File: config.mk
export PLATFORM = sky130hd
export DESIGN_NAME = on_off_pattern_sequencer_core
export DESIGN_NICKNAME = d
export VERILOG_FILES = /design/src/ooseq_pkg.sv /design/src/ooseq_engine.sv /design/src/on_off_pattern_sequencer_core.sv
export SDC_FILE = /design/constraint.sdc
export NUM_CORES = 1
export LEC_CHECK = 0
export ABC_CLOCK_PERIOD_IN_PS = 12900
export BUFFER_PORTS_ARGS = -buffer_cell sky130_fd_sc_hd__buf_2
export CAP_MARGIN = 20
export CORE_ASPECT_RATIO = 1.5
export CORE_MARGIN = 1.5
export CORE_UTILIZATION = 44
export DETAILED_ROUTE_END_ITERATION = 10
export HOLD_SLACK_MARGIN = 0.06
export SYNTH_ARGS = -nofsm -noshare
export SYNTH_HDL_FRONTEND = slang
export SYNTH_SLANG_ARGS = --single-unit
File: constraint.sdc
create_clock -name clock -period 12.9 [get_ports clock]
set_clock_uncertainty 0.1 [all_clocks]
set_input_delay 3.87 -clock clock [delete_from_list [all_inputs] [get_ports clock]]
set_output_delay 3.87 -clock clock [all_outputs]
set_load 0.01 [all_outputs]
File: src/ooseq_pkg.sv
package ooseq_pkg;

   localparam int MAX_STEPS = 16;
   localparam int INDEX_W   = 4;
   localparam int STEP_W    = 5;
   localparam int DUTY_W    = 10;
   localparam int TIME_W    = 32;
   localparam int COUNT_W   = 8;

   localparam logic [DUTY_W-1:0] DUTY_RESET = 10'd1023;

   localparam logic [1:0] OP_TICK  = 2'd0;
   localparam logic [1:0] OP_WRITE = 2'd1;
   localparam logic [1:0] OP_START = 2'd2;
   localparam logic [1:0] OP_STOP  = 2'd3;

   typedef struct packed {
      logic [1:0]         opcode;
      logic [TIME_W-1:0]  now_ms;
      logic [INDEX_W-1:0] entry_index;
      logic [TIME_W-1:0]  duration_ms;
      logic [COUNT_W-1:0] step_count;
   } req_type;

   typedef struct packed {
      logic [DUTY_W-1:0] drive_duty;
      logic              is_active;
      logic [STEP_W-1:0] current_step;
   } rsp_type;

endpackage

File: src/ooseq_engine.sv
module ooseq_engine (
   input  logic                            clock,
   input  logic                            reset,
   input  logic                            fire,
   input  ooseq_pkg::req_type              item,
   input  logic [ooseq_pkg::DUTY_W-1:0]    on_duty,
   output ooseq_pkg::rsp_type              result
);

   logic [ooseq_pkg::TIME_W-1:0] duration_table_ff [ooseq_pkg::MAX_STEPS];

   logic [ooseq_pkg::STEP_W-1:0] steps_in_use_ff, steps_in_use_in;
   logic [ooseq_pkg::STEP_W-1:0] step_pointer_ff, step_pointer_in;
   logic [ooseq_pkg::TIME_W-1:0] step_start_ms_ff, step_start_ms_in;
   logic                         phase_on_ff, phase_on_in;
   logic                         running_ff, running_in;

   logic [ooseq_pkg::TIME_W-1:0] elapsed;
   logic [ooseq_pkg::TIME_W-1:0] cur_duration;
   logic [ooseq_pkg::STEP_W-1:0] pointer_inc;
   logic [ooseq_pkg::STEP_W-1:0] clamped_count;
   logic                         table_write;

   assign elapsed      = item.now_ms - step_start_ms_ff;
   assign cur_duration = duration_table_ff[step_pointer_ff[ooseq_pkg::INDEX_W-1:0]];
   assign pointer_inc  = step_pointer_ff + ooseq_pkg::STEP_W'(1);
   assign clamped_count = (item.step_count > ooseq_pkg::COUNT_W'(ooseq_pkg::MAX_STEPS))
                        ? ooseq_pkg::STEP_W'(ooseq_pkg::MAX_STEPS)
                        : item.step_count[ooseq_pkg::STEP_W-1:0];

   always_comb begin
      steps_in_use_in  = steps_in_use_ff;
      step_pointer_in  = step_pointer_ff;
      step_start_ms_in = step_start_ms_ff;
      phase_on_in      = phase_on_ff;
      running_in       = running_ff;
      table_write      = 1'b0;
      unique case (item.opcode)
         ooseq_pkg::OP_TICK: begin
            if (running_ff && (elapsed >= cur_duration)) begin
               step_pointer_in = pointer_inc;
               if (pointer_inc >= steps_in_use_ff) begin
                  running_in = 1'b0;
               end else begin
                  phase_on_in      = ~phase_on_ff;
                  step_start_ms_in = item.now_ms;
               end
            end
         end
         ooseq_pkg::OP_WRITE: begin
            running_in  = 1'b0;
            table_write = 1'b1;
         end
         ooseq_pkg::OP_START: begin
            if (item.step_count != '0) begin
               steps_in_use_in  = clamped_count;
               step_pointer_in  = '0;
               step_start_ms_in = item.now_ms;
               phase_on_in      = 1'b1;
               running_in       = 1'b1;
            end
         end
         ooseq_pkg::OP_STOP: begin
            running_in = 1'b0;
         end
         default: begin
            running_in = running_ff;
         end
      endcase
   end

   always_comb begin
      result.drive_duty   = (running_in && phase_on_in) ? on_duty : '0;
      result.is_active    = running_in;
      result.current_step = step_pointer_in;
   end

   always_ff @(posedge clock) begin
      if (fire && table_write) begin
         duration_table_ff[item.entry_index] <= item.duration_ms;
      end
   end

   always_ff @(posedge clock) begin
      if (reset) begin
         steps_in_use_ff  <= '0;
         step_pointer_ff  <= '0;
         step_start_ms_ff <= '0;
         phase_on_ff      <= 1'b0;
         running_ff       <= 1'b0;
      end else if (fire) begin
         steps_in_use_ff  <= steps_in_use_in;
         step_pointer_ff  <= step_pointer_in;
         step_start_ms_ff <= step_start_ms_in;
         phase_on_ff      <= phase_on_in;
         running_ff       <= running_in;
      end
   end

endmodule

File: src/on_off_pattern_sequencer_core.sv
// an accepted transaction goes from the input register to the result register
// throughput: one transaction per cycle unless stalled; the combinational
// pattern state update between the input and result registers sets this rate
// reset: clears the pattern state, both pipeline valids and sets on_duty to 1023
// reset: the duration table holds unknown values until written
module on_off_pattern_sequencer_core (
   input  logic                         clock,
   input  logic                         reset,
   input  logic                         req_valid,
   output logic                         req_stall,
   input  ooseq_pkg::req_type           req_payload,
   output logic                         rsp_valid,
   input  logic                         rsp_stall,
   output ooseq_pkg::rsp_type           rsp_payload,
   input  logic                         csr_valid,
   output logic                         csr_ready,
   input  logic [ooseq_pkg::DUTY_W-1:0] csr_data
);

   logic                         in_valid_ff, in_valid_in;
   ooseq_pkg::req_type           in_item_ff;
   logic                         rsp_valid_ff, rsp_valid_in;
   ooseq_pkg::rsp_type           rsp_item_ff;
   logic [ooseq_pkg::DUTY_W-1:0] on_duty_ff;
   logic                         out_ready;
   logic                         process;
   logic                         req_take;
   ooseq_pkg::rsp_type           engine_result;

   assign out_ready    = ~rsp_valid_ff | ~rsp_stall;
   assign process      = in_valid_ff & out_ready;
   assign req_stall    = in_valid_ff & ~out_ready;
   assign req_take     = req_valid & ~req_stall;
   assign in_valid_in  = req_stall ? in_valid_ff : req_valid;
   assign rsp_valid_in = out_ready ? process : rsp_valid_ff;
   assign csr_ready    = 1'b1;
   assign rsp_valid    = rsp_valid_ff;
   assign rsp_payload  = rsp_item_ff;

   ooseq_engine u_engine (
      .clock   (clock),
      .reset   (reset),
      .fire    (process),
      .item    (in_item_ff),
      .on_duty (on_duty_ff),
      .result  (engine_result)
   );

   always_ff @(posedge clock) begin
      if (reset) begin
         in_valid_ff  <= 1'b0;
         rsp_valid_ff <= 1'b0;
         on_duty_ff   <= ooseq_pkg::DUTY_RESET;
      end else begin
         in_valid_ff  <= in_valid_in;
         rsp_valid_ff <= rsp_valid_in;
         if (csr_valid && csr_ready) begin
            on_duty_ff <= csr_data;
         end
      end
   end

   always_ff @(posedge clock) begin
      if (req_take) begin
         in_item_ff <= req_payload;
      end
      if (process) begin
         rsp_item_ff <= engine_result;
      end
   end

   a_stall_only_when_full: assert property (@(posedge clock) disable iff (reset)
      req_stall |-> (in_valid_ff && rsp_valid_ff))
      else $error("input stalled without a blocked result");

   a_take_fills_input: assert property (@(posedge clock) disable iff (reset)
      req_take |=> in_valid_ff)
      else $error("accepted transaction lost from input register");

   a_process_gives_result: assert property (@(posedge clock) disable iff (reset)
      process |=> rsp_valid_ff)
      else $error("processed transaction produced no result");

   a_active_step_in_range: assert property (@(posedge clock) disable iff (reset)
      (rsp_valid_ff && rsp_item_ff.is_active)
         |-> (rsp_item_ff.current_step < ooseq_pkg::STEP_W'(ooseq_pkg::MAX_STEPS)))
      else $error("active pattern step out of range");

   a_duty_needs_active: assert property (@(posedge clock) disable iff (reset)
      (rsp_valid_ff && !rsp_item_ff.is_active) |-> (rsp_item_ff.drive_duty == '0))
      else $error("duty driven while pattern stopped");

endmodule
==> results.py, run 1 <==
metrics = {
    "status": {
        "status": "finished clean",
    },
    "placement": {
        "port_buffers": 110,
        "hpwlAfterDp_um": 33100,
        "gp_congestion": 0.849,
    },
    "logic_synthesis": {
        "synthMuxAreaShare": 0.148,
        "syn-num-nets": 1643,
        "synth_largest_area_cell": "edfxtp_1",
        "ys_ff_latch": 666,
        "synth-compound-area-share": 0.0383,
        "synth_xor_area_frac": 0.00965,
        "synth_cells": 1480,
        "synthAdderAreaFrac": 0.0324,
        "synthTopCellsByArea": "edfxtp_1 67%, mux4_2 13%, dfxtp_1 4.4%",
        "syn_area_per_cell_sq_um": 18.4,
        "synth-seq-area-share": 0.712,
        "ys_warn_count": 0,
        "synth_ff_type": "edfxtp_1",
        "synth_cell_types": 70,
        "netlist.area_leader.share": 0.668,
        "synthSimpleGateAreaFrac": 0.0385,
        "synth_top_family_by_area": "multiplexers",
        "netlist_area_sq_um": 27200,
        "synth-edff-count": 606,
        "async_reset_ff_frac": 0,
    },
    "worst_setup_path": {
        "arrival_ns": 4.37,
        "cp-start-kind": "input port",
        "criticalPathCategory": "in -> out",
        "path_depth": 3,
        "cpMostUsedCell": "buf_2",
        "crit_path_end_kind": "output port",
        "slowest_delay_ns": 0.24,
        "worstPathRequired_ns": 8.93,
        "cp_cell_sequence": "buf_2 -> and3_1 -> buf_2",
        "crit_buf_inv": 2,
        "cp_top_family": "buffers and inverters",
        "slowest_stage": "and3_1",
        "rr_worst_depth": 13,
        "cp_max_fo": 3,
    },
    "routing": {
        "post-route-drc-count": 0,
        "ant_nets": 0,
        "drt_pass1_iterations": 4,
        "totalWireLength_um": 57500,
        "vias": 13646,
        "drtIter0Drc": 894,
        "wire_per_inst_um": 23.3,
        "via_per_inst": 5.53,
    },
    "cells_and_area": {
        "layout_common_cells": "606 x edfxtp_1, 160 x mux4_2, 110 x buf_2",
        "final_common_cell": "edfxtp_1",
        "fin_nets": 1790,
        "n_antenna_cell": 0,
        "syn_to_final_growth_pct": 13.8,
        "seq_area_sq_um": 19400,
        "drive_gt1_frac": 0.257,
        "multi_input_area_sq_um": 7400,
        "nFillCells": 4896,
    },
    "floorplanning": {
        "die_w_um": 206,
        "initial_utilization": 0.446,
        "dieArea_sq_um": 63400,
        "die_h_um": 308,
        "row_count": 111,
        "core-area_sq_um": 61100,
        "ios": 112,
    },
    "timing": {
        "worst_slew_pin_slew_ns": 1.11,
        "fmax_ghz": 0.120,
        "hold_viol": 0,
        "rsz0062_at_grt": "false",
        "period_share": 0.646,
        "slew_violations": 0,
        "period_needed_ns": 8.34,
        "setup_viol": 0,
        "maxSlewHeadroom": 0.260,
        "finalSetupTns_ns": 0,
    },
    "clock_tree": {
        "cts_buffers": 59,
        "path_clk_slew_ns": 0.06,
        "ctsHoldBuffers": 0,
        "clkSinkCount": 666,
        "cts_max_path_buffers": 3,
        "htreeDepth": 2,
        "cts_resized": 0,
        "postCtsSetupBuffers": 0,
        "worstSkewPairLatency_ns": 0.64,
        "ctsRootBufferMaster": "clkbuf_16",
        "cts_tree": "yes",
    },
    "power": {
        "p_total_w": 0.00463,
        "peakVddDrop_v": 0.000103,
        "leakagePower_nw": 10.3,
        "power_density_nw_per_um2": 149,
    },
    "hold_path": {
        "holdPathStages": 2,
        "hold_class": "reg -> reg",
    },
    "grt": {
        "grt_pass1_wl_um": 86600,
        "grt_pass1_vias": 14294,
        "grt_max_degree": 50,
        "gr-total-overflow": 0,
        "antenna_found_initial": 0,
        "grt_util_all_layers": 0.185,
    },
    "flow_run": {
        "drv_cap": 0,
    },
}
[cell type report]
cell class,count,area share
well taps,791,0.0319
clock buffers,70,0.0496
repair buffers,138,0.0249
flip-flops and latches,666,0.626
inverters,86,0.0104
clock inverters,42,0.0184
multi-input cells,676,0.239
[power breakdown]
group          leakage [nW]  switching [W]  internal [W]
sequential             6.01      0.0000393       0.00238
combinational          3.25       0.000160      0.000145
clock                  1.02       0.000797       0.00110
total                  10.3       0.000996       0.00363
[kinds of logic after synthesis]
logic type,after synthesis
other cells,1
fa+ha+maj,70
simple gates,226
mux,204
compound gates,145
flops,666
xor+xnor,30
buf+inv,138
[layer usage]
| layer | vias to the layer above | track usage | share of wire |
|---|---|---|---|
| li1 | 6149 | - | - |
| met2 | 305 | 0.330 | 0.52 |
| met3 | 92 | 0.0244 | 0.041 |
| met5 | - | 0 | 0 |
| met1 | 7100 | 0.234 | 0.41 |
| met4 | 0 | 0.0533 | 0.024 |
[per-stage QoR]
step | area [sq um] | setup WS, ns | std cells | utilization | hold WS (ns)
2_1_floorplan | 27200 | 4.71 | 1480 | - | 0.332
3_3_place_gp | 28900 | 4.57 | 2356 | 0.473 | 0.342
3_5_place_dp | 28900 | 4.56 | 2356 | 0.473 | 0.346
4_1_cts | 31000 | 4.56 | 2468 | 0.507 | 0.362
5_1_grt | 31000 | 4.53 | 2469 | 0.507 | 0.378
6_report | 31000 | 4.56 | 2469 | 0.507 | 0.357
[cell usage after synthesis (all sizes together), types with 2 or more instances]
cell type and n:
nand4 12, nor4 3, buf 22, clkbuf 30, nor3b 3, mux4 160, a41oi 2, nand3 13
a221oi 2, o2111ai 2, xor2 10, nand2 103, xnor2 20, or2 2, and2 12, edfxtp 606
o21bai 4, a211o 2, or4 2, o21a 11, and3 3, nor2 43, mux2i 44, ha 69
a21o 31, nor2b 5, nor3 7, inv 85, nand2b 11, a211oi 9, dfxtp 60, a2111oi 2
a311oi 2, nand3b 4, o21ai 26, a31oi 4, a21oi 38
[worst paths after layout]
| kind | slack (ns) | startpoint | end |
|---|---|---|---|
| setup / recovery | 4.56 | rsp_stall | req_stall |
| hold / removal | 0.36 | u_engine.steps_in_use_ff[3] | u_engine.steps_in_use_ff[3] |
| setup reg to reg | 6.34 | register | u_engine.step_start_ms_ff[9] |
| hold reg to reg | 0.36 | u_engine.steps_in_use_ff[3] | u_engine.steps_in_use_ff[3] |
[tightest hold or removal path, stage by stage (launching register included)]
cell	delay (ns)
dfxtp_1	0.31
nand2_1	0.05
a21oi_1	0.05
[flip-flops by register name (all words and copies together), names as in the netlist, named ones only]
| signal | count |
|---|---|
| rsp_payload | 16 |
| in_valid_ff | 1 |
| u_engine.step_start_ms_ff | 32 |
| u_engine.duration_table_ff | 512 |
| u_engine.phase_on_ff | 1 |
| u_engine.step_pointer_ff | 5 |
| u_engine.running_ff | 1 |
| rsp_valid | 1 |
| u_engine.steps_in_use_ff | 5 |
| on_duty_ff | 10 |
| in_item_ff | 78 |
(Power assumes the default switching activity.)
==> run 2, diff against run 1 <==
--- a/config.mk
+++ b/config.mk
@@ -5,7 +5,7 @@
 export SDC_FILE = /design/constraint.sdc
 export NUM_CORES = 1
 export LEC_CHECK = 0
-export ABC_CLOCK_PERIOD_IN_PS = 12900
+export ABC_CLOCK_PERIOD_IN_PS = 7600
 export BUFFER_PORTS_ARGS = -buffer_cell sky130_fd_sc_hd__buf_2
 export CAP_MARGIN = 20
 export CORE_ASPECT_RATIO = 1.5
==> constraint.sdc (replaced) <==
create_clock -name clock -period 7.6 [get_ports clock]
set_clock_uncertainty 0.1 [all_clocks]
set_input_delay 2.28 -clock clock [delete_from_list [all_inputs] [get_ports clock]]
set_output_delay 2.28 -clock clock [all_outputs]
set_load 0.01 [all_outputs]
==> run 2 against run 1 <==
  * Sequential cell count did not move
  * Wire length rose by 4.2%
  * First-iteration DRC count rose by 30%
  * Hold slack improved by 0.0011 ns
  * Critical path depth rose by 15
  * Global-route usage rose by 0.73 points
  * Via count rose by 0.54%
  * Clock power rose by 58%
  * Register-to-register slack got worse by 4.7 ns
  * Sequential share of layout area rose by 0.32 points
  * Worst setup slack got worse by 2.9 ns
  * Sequential power rose by 70%
  * Critical endpoint is now u_engine.step_start_ms_ff[12]
  * Largest cell class unchanged
  * Largest power group unchanged
==> results.py, run 2 (synthesis gave the netlist of run 1 again) <==
metrics = {
    "worst_setup_path": {
        "arrival_ns": 6.43,
        "worstPathRequired_ns": 8.07,
        "criticalPathCategory": "reg -> reg",
        "crit_path_end_kind": "register",
        "cp-start-kind": "register",
        "cp_max_fo": 20,
    },
    "timing": {
        "period_needed_ns": 5.96,
        "fmax_ghz": 0.168,
        "rsz0062_at_grt": "false",
        "setup_viol": 0,
        "finalSetupTns_ns": 0,
        "period_share": 0.784,
        "slew_violations": 0,
        "maxSlewHeadroom": 0.262,
        "worst_slew_pin_slew_ns": 1.10,
        "hold_viol": 0,
        "holdWs_ns": 0.358,
        "layout_setup_ws_ns": 1.64,
    },
    "cells_and_area": {
        "final_common_cell": "edfxtp_1",
        "largestRegisters": "u_engine.duration_table_ff (512), in_item_ff (78), u_engine.step_start_ms_ff (32)",
        "syn_to_final_growth_pct": 13.3,
        "n_antenna_cell": 0,
        "drive_gt1_frac": 0.252,
        "layout_common_cells": "606 x edfxtp_1, 160 x mux4_2, 110 x buf_2",
        "multi_input_area_sq_um": 7400,
        "fin_nets": 1794,
        "fin_area_sq_um": 30800,
        "max_flop_register": "u_engine.duration_table_ff",
        "seq_area_sq_um": 19400,
        "largest_reg_flops": 512,
        "nFillCells": 5004,
    },
    "grt": {
        "gr-total-overflow": 0,
        "grt_pass1_wl_um": 88700,
        "grt_max_degree": 47,
        "antenna_found_initial": 0,
        "grt_pass1_vias": 14198,
        "grt_util_all_layers": 0.192,
    },
    "floorplanning": {
        "die_h_um": 308,
        "core-area_sq_um": 61100,
        "dieArea_sq_um": 63400,
        "die_w_um": 206,
        "ios": 112,
        "row_count": 111,
        "initial_utilization": 0.446,
    },
    "clock_tree": {
        "ctsRootBufferMaster": "clkbuf_16",
        "htreeDepth": 2,
        "worstSkewPairLatency_ns": 0.65,
        "cts_tree": "yes",
        "path_clk_slew_ns": 0.06,
        "cts_buffers": 60,
        "postCtsSetupBuffers": 0,
        "ctsHoldBuffers": 0,
        "clkSinkCount": 666,
        "cts_resized": 0,
        "cts_max_path_buffers": 3,
    },
    "routing": {
        "drt_pass1_iterations": 5,
        "wire_per_inst_um": 24.3,
        "via_per_inst": 5.55,
        "post-route-drc-count": 0,
        "ant_nets": 0,
        "totalWireLength_um": 60000,
        "drtIter0Drc": 1162,
        "vias": 13720,
    },
    "placement": {
        "port_buffers": 110,
        "gp_congestion": 0.842,
        "hpwlAfterDp_um": 34900,
        "dpl-instance-area_sq_um": 28900,
        "dp_slack_ns": 1.59,
    },
    "flow_run": {
        "drv_cap": 0,
    },
    "power": {
        "comb_power_share": 0.068,
        "internal-power_w": 0.00597,
        "leakagePower_nw": 10.2,
        "p_clk_frac": 0.393,
        "seq_power_share": 0.539,
        "p_total_w": 0.00764,
        "peakVddDrop_v": 0.000176,
        "p_sw_frac": 0.218,
        "power_density_nw_per_um2": 248,
        "switching_power_w": 0.00167,
    },
    "hold_path": {
        "hold_class": "reg -> reg",
    },
    "status": {
        "status": "finished clean",
    },
}
run 2: cell types whose count changed in the layout (fill, tap and decap cells not counted), sizes merged:
cell    previous run  this run
buf              138       141
clkinv            24        23
clkbuf            70        75
bufinv            12         6
run 2: cell type report:
class,count,share of cell area
sequential,666,0.629
multi-input combinational,676,0.240
clock buffer,75,0.0512
tap,791,0.0321
timing repair buffer,141,0.0258
clock inverter,35,0.0114
inverter,86,0.0105
run 2: power groups by stage:
stage | logic, W | clock network [W] | registers [W]
finish | 0.000520 | 0.00300 | 0.00412
floorplan | 0.000383 | 0 | 0.00416
global route | 0.000573 | 0.00319 | 0.00413
global placement | 0.000517 | 0 | 0.00419
CTS | 0.000529 | 0.00307 | 0.00412
detailed placement | 0.000526 | 0 | 0.00420
run 2: path summary, 6_finish.rpt:
kind	startpoint	cells after the start	end	slack (ns)
worst min register to register	u_engine.step_start_ms_ff[7]	2	u_engine.step_start_ms_ff[7]	0.36
worst max register to register	in_item_ff[53]	18	u_engine.step_start_ms_ff[12]	1.64
worst min-delay path	u_engine.step_start_ms_ff[7]	2	u_engine.step_start_ms_ff[7]	0.36
worst max-delay path	in_item_ff[53]	18	u_engine.step_start_ms_ff[12]	1.64
run 2: worst max-delay path, cell delays in order (launching register included):
cell and delay, ns:
edfxtp_1 0.41, ha_1 0.42, and4_1 0.33, nand3_1 0.14, a2111oi_2 0.61, nor2_1 0.22, o2111ai_2 0.38, a41oi_2 0.20
a21oi_1 0.29, or4_1 0.16, nand3_1 0.08, ha_1 0.30, nand4_1 0.17, nor4_1 0.68, o211a_2 0.37, nor2_2 0.11
a211oi_4 0.25, buf_4 0.39, mux2i_1 0.24
run 2: routing by layer:
layer | GRT usage | vias to the layer above | share of wire | wire length, um
li1 | - | 6150 | - | -
met1 | 0.252 | 7116 | 0.42 | 25000
met2 | 0.333 | 368 | 0.51 | 30600
met3 | 0.0260 | 86 | 0.050 | 3010
met4 | 0.0533 | 0 | 0.023 | 1390
met5 | 0 | - | 0 | 0
run 2: through the flow:
| step | util | cells |
|---|---|---|
| 2_1_floorplan | - | 1480 |
| 3_3_place_gp | 0.473 | 2360 |
| 3_5_place_dp | 0.473 | 2360 |
| 4_1_cts | 0.505 | 2470 |
| 5_1_grt | 0.505 | 2470 |
| 6_report | 0.505 | 2470 |
==> run 3, diff against run 2 <==
--- a/config.mk
+++ b/config.mk
@@ -5,7 +5,8 @@
 export SDC_FILE = /design/constraint.sdc
 export NUM_CORES = 1
 export LEC_CHECK = 0
-export ABC_CLOCK_PERIOD_IN_PS = 7600
+export ABC_AREA = 1
+export ABC_CLOCK_PERIOD_IN_PS = 4900
 export BUFFER_PORTS_ARGS = -buffer_cell sky130_fd_sc_hd__buf_2
 export CAP_MARGIN = 20
 export CORE_ASPECT_RATIO = 1.5
==> constraint.sdc (replaced) <==
create_clock -name clock -period 4.9 [get_ports clock]
set_clock_uncertainty 0.1 [all_clocks]
set_input_delay 1.47 -clock clock [delete_from_list [all_inputs] [get_ports clock]]
set_output_delay 1.47 -clock clock [all_outputs]
set_load 0.01 [all_outputs]
==> run 3 against run 2 <==
  * Total power up 67%
  * Fmax up 39%
  * Sequential share of layout area decreased by 3.8 points
  * Cell count grew 37%
  * Core utilization up 0.29 points
  * Non-clock buffer count increased by 8
  * First-iteration DRC count up 2.9%
  * Clock power grew 72%
  * Critical path type unchanged
  * Highest routed layer unchanged
==> results.py, run 3 <==
metrics = {
    "floorplanning": {
        "initial_utilization": 0.445,
        "ios": 112,
        "core-area_sq_um": 64600,
        "dieArea_sq_um": 66900,
        "row_count": 114,
        "die_h_um": 316,
        "die_w_um": 212,
    },
    "logic_synthesis": {
        "synth_cells": 2354,
        "synthTopCellsByCount": "606 x edfxtp_1, 311 x inv_1, 227 x a21oi_1",
        "netlist.area_leader.share": 0.633,
        "synthTopCellsByArea": "edfxtp_1 63%, mux2i_1 4.5%, dfxtp_1 4.2%",
        "async_reset_ff_frac": 0,
        "synth_cell_types": 42,
        "yosysMostFrequentCell": "edfxtp_1",
        "synth_largest_area_cell": "edfxtp_1",
        "synth-seq-area-share": 0.674,
        "netlist_area_sq_um": 28800,
        "ys_ff_latch": 666,
        "synth_ff_type": "edfxtp_1",
        "syn_area_per_cell_sq_um": 12.2,
        "ys_warn_count": 0,
        "synth-edff-count": 606,
        "syn-num-nets": 2517,
    },
    "worst_setup_path": {
        "cp-start-kind": "register",
        "cp_top_family": "compound AO/OA/AOI/OAI gates",
        "cp_max_fo": 64,
        "worstPathRequired_ns": 5.30,
        "crit_buf_inv": 1,
        "arrival_ns": 4.69,
        "crit_path_end_kind": "register",
        "criticalPathCategory": "reg -> reg",
        "slowest_delay_ns": 0.42,
        "cp_cell_sequence": "ha_1 -> a21oi_1 -> o21ai_0 -> o21bai_1 -> a21oi_1 -> inv_1 -> a21oi_1 -> xnor2_1 -> ha_1 -> nand2_1 -> nand2_1 -> nand2_1 -> nand2_1 -> nand2_1 -> a21oi_1 -> nor2_2 -> nand2_4 -> nand2_4 -> nand2_8 -> nand3_1 -> nand2_1 -> nor2_1",
        "cpMostUsedCell": "nand2_1",
        "slowest_stage": "edfxtp_1",
    },
    "hold_path": {
        "hold_class": "reg -> reg",
    },
    "clock_tree": {
        "ctsRootBufferMaster": "clkbuf_16",
        "path_clk_slew_ns": 0.07,
        "cts_buffers": 66,
        "worstSkewPairLatency_ns": 0.63,
        "postCtsSetupBuffers": 0,
        "clkSinkCount": 666,
        "ctsHoldBuffers": 0,
        "cts_max_path_buffers": 3,
        "cts_tree": "yes",
        "htreeDepth": 3,
        "cts_resized": 0,
    },
    "flow_run": {
        "drv_cap": 0,
    },
    "grt": {
        "use_met2": 0.372,
        "grt_util_all_layers": 0.205,
        "antenna_found_initial": 1,
        "grt_pass1_vias": 17699,
        "gr-total-overflow": 0,
        "grt_pass1_wl_um": 103000,
        "grt_util_met3": 0.0268,
        "grt_max_degree": 129,
        "top_usage_layer": "met2",
        "grtUsageMet1": 0.249,
    },
    "cells_and_area": {
        "fin_area_sq_um": 32800,
        "largest_reg_flops": 512,
        "layout_common_cells": "606 x edfxtp_1, 310 x inv_1, 227 x a21oi_1",
        "postLayoutCoreUtil": 0.508,
        "drive_gt1_frac": 0.111,
        "n_antenna_cell": 0,
        "fin_nets": 2623,
        "largestRegisters": "u_engine.duration_table_ff (512), in_item_ff (78), u_engine.step_start_ms_ff (32)",
        "final_common_cell": "edfxtp_1",
        "max_flop_register": "u_engine.duration_table_ff",
        "syn_to_final_growth_pct": 14.1,
    },
    "placement": {
        "gp_congestion": 0.954,
        "hpwlAfterDp_um": 39400,
        "port_buffers": 110,
        "dpl-instance-area_sq_um": 30600,
    },
    "routing": {
        "via_per_inst": 5.28,
        "post-route-drc-count": 0,
        "drt_pass1_iterations": 5,
        "wire_per_inst_um": 20.1,
        "totalWireLength_um": 67900,
        "vias": 17868,
        "drtIter0Drc": 1196,
        "ant_nets": 0,
    },
    "timing": {
        "holdWs_ns": 0.368,
        "setup_viol": 0,
        "rsz0062_at_grt": "false",
        "finalSetupTns_ns": 0,
        "fmax_ghz": 0.233,
        "slew_violations": 0,
        "maxSlewHeadroom": 0.538,
        "period_needed_ns": 4.28,
        "worst_slew_pin_slew_ns": 0.693,
        "hold_viol": 0,
        "period_share": 0.874,
    },
    "power": {
        "power_density_nw_per_um2": 389,
        "peakVddDrop_v": 0.000240,
        "leakagePower_nw": 11.9,
    },
    "status": {
        "status": "finished clean",
    },
}
==> run 3: cell types whose count changed in the layout (fill, tap and decap cells not counted), moves of 84 or more <==
cell / previous run / this run
a21oi_1: 37 / 227
inv_1: 84 / 310
mux2i_1: 44 / 128
mux4_2: 160 / 0
nand2_1: 103 / 210
nand3_1: 13 / 103
o211ai_1: 0 / 128
o21ai_0: 24 / 195
==> run 3: cells by family (layout without fill, tap and decap cells) <==
family / after synthesis / count (layout) / share of synthesized area
mux: 128 / 128 / 0.0445
xor+xnor: 30 / 30 / 0.00914
flops: 666 / 666 / 0.674
other cells: 1 / 1 / 0.000130
simple gates: 461 / 461 / 0.0680
fa+ha+maj: 70 / 70 / 0.0307
buf+inv: 425 / 583 / 0.0602
compound gates: 573 / 573 / 0.113
==> run 3: path summary, 6_finish.rpt <==
kind | endpoint | from | slack [ns] | cells after the start
hold reg to reg | on_duty_ff[1] | on_duty_ff[1] | 0.37 | 2
hold / removal | on_duty_ff[1] | on_duty_ff[1] | 0.37 | 2
setup reg to reg | u_engine.step_start_ms_ff[15] | in_item_ff[56] | 0.62 | 22
setup / recovery | u_engine.step_start_ms_ff[15] | in_item_ff[56] | 0.62 | 22
==> run 3: area by class of cell <==
type | count | area (sq um)
clock buffer | 82 | 1790
clock inverter | 38 | 424
fill | 5547 | 31800
inverter | 314 | 1180
multi-input combinational | 1263 | 7760
sequential | 666 | 19400
tap | 870 | 1090
timing repair buffer | 149 | 1160
==> run 3: metrics by stage <==
| stage | power [W] | setup WS [ns] | std cells |
|---|---|---|---|
| 3_5_place_dp | 0.00774 | 0.649 | 3262 |
| 3_3_place_gp | 0.00772 | 0.707 | 3262 |
| 6_report | 0.0128 | 0.615 | 3382 |
| 2_1_floorplan | 0.00733 | 0.692 | 2354 |
| 4_1_cts | 0.0129 | 0.633 | 3382 |
| 5_1_grt | 0.0132 | 0.329 | 3382 |
==> run 3: worst reg2reg max path, cell delays in order (launching register included) <==
cell and delay, ns:
edfxtp_1 0.42, ha_1 0.41, a21oi_1 0.37, o21ai_0 0.15, o21bai_1 0.25, a21oi_1 0.22
inv_1 0.10, a21oi_1 0.22, xnor2_1 0.12, ha_1 0.31, nand2_1 0.05, nand2_1 0.05
nand2_1 0.04, nand2_1 0.06, nand2_1 0.09, a21oi_1 0.23, nor2_2 0.07, nand2_4 0.15
nand2_4 0.12, nand2_8 0.31, nand3_1 0.19, nand2_1 0.09, nor2_1 0.05
==> run 3: where the power goes <==
| group | switching, W | internal (W) | leakage, nW |
|---|---|---|---|
| registers | 0.000105 | 0.00629 | 6.02 |
| clock network | 0.00216 | 0.00299 | 1.07 |
| logic | 0.000787 | 0.000435 | 4.80 |
==> run 3: routing by layer <==
layer	part of all wire	wire length, um
met1	0.41	27800
met2	0.52	35400
met3	0.044	2970
met4	0.026	1800
met5	0	0
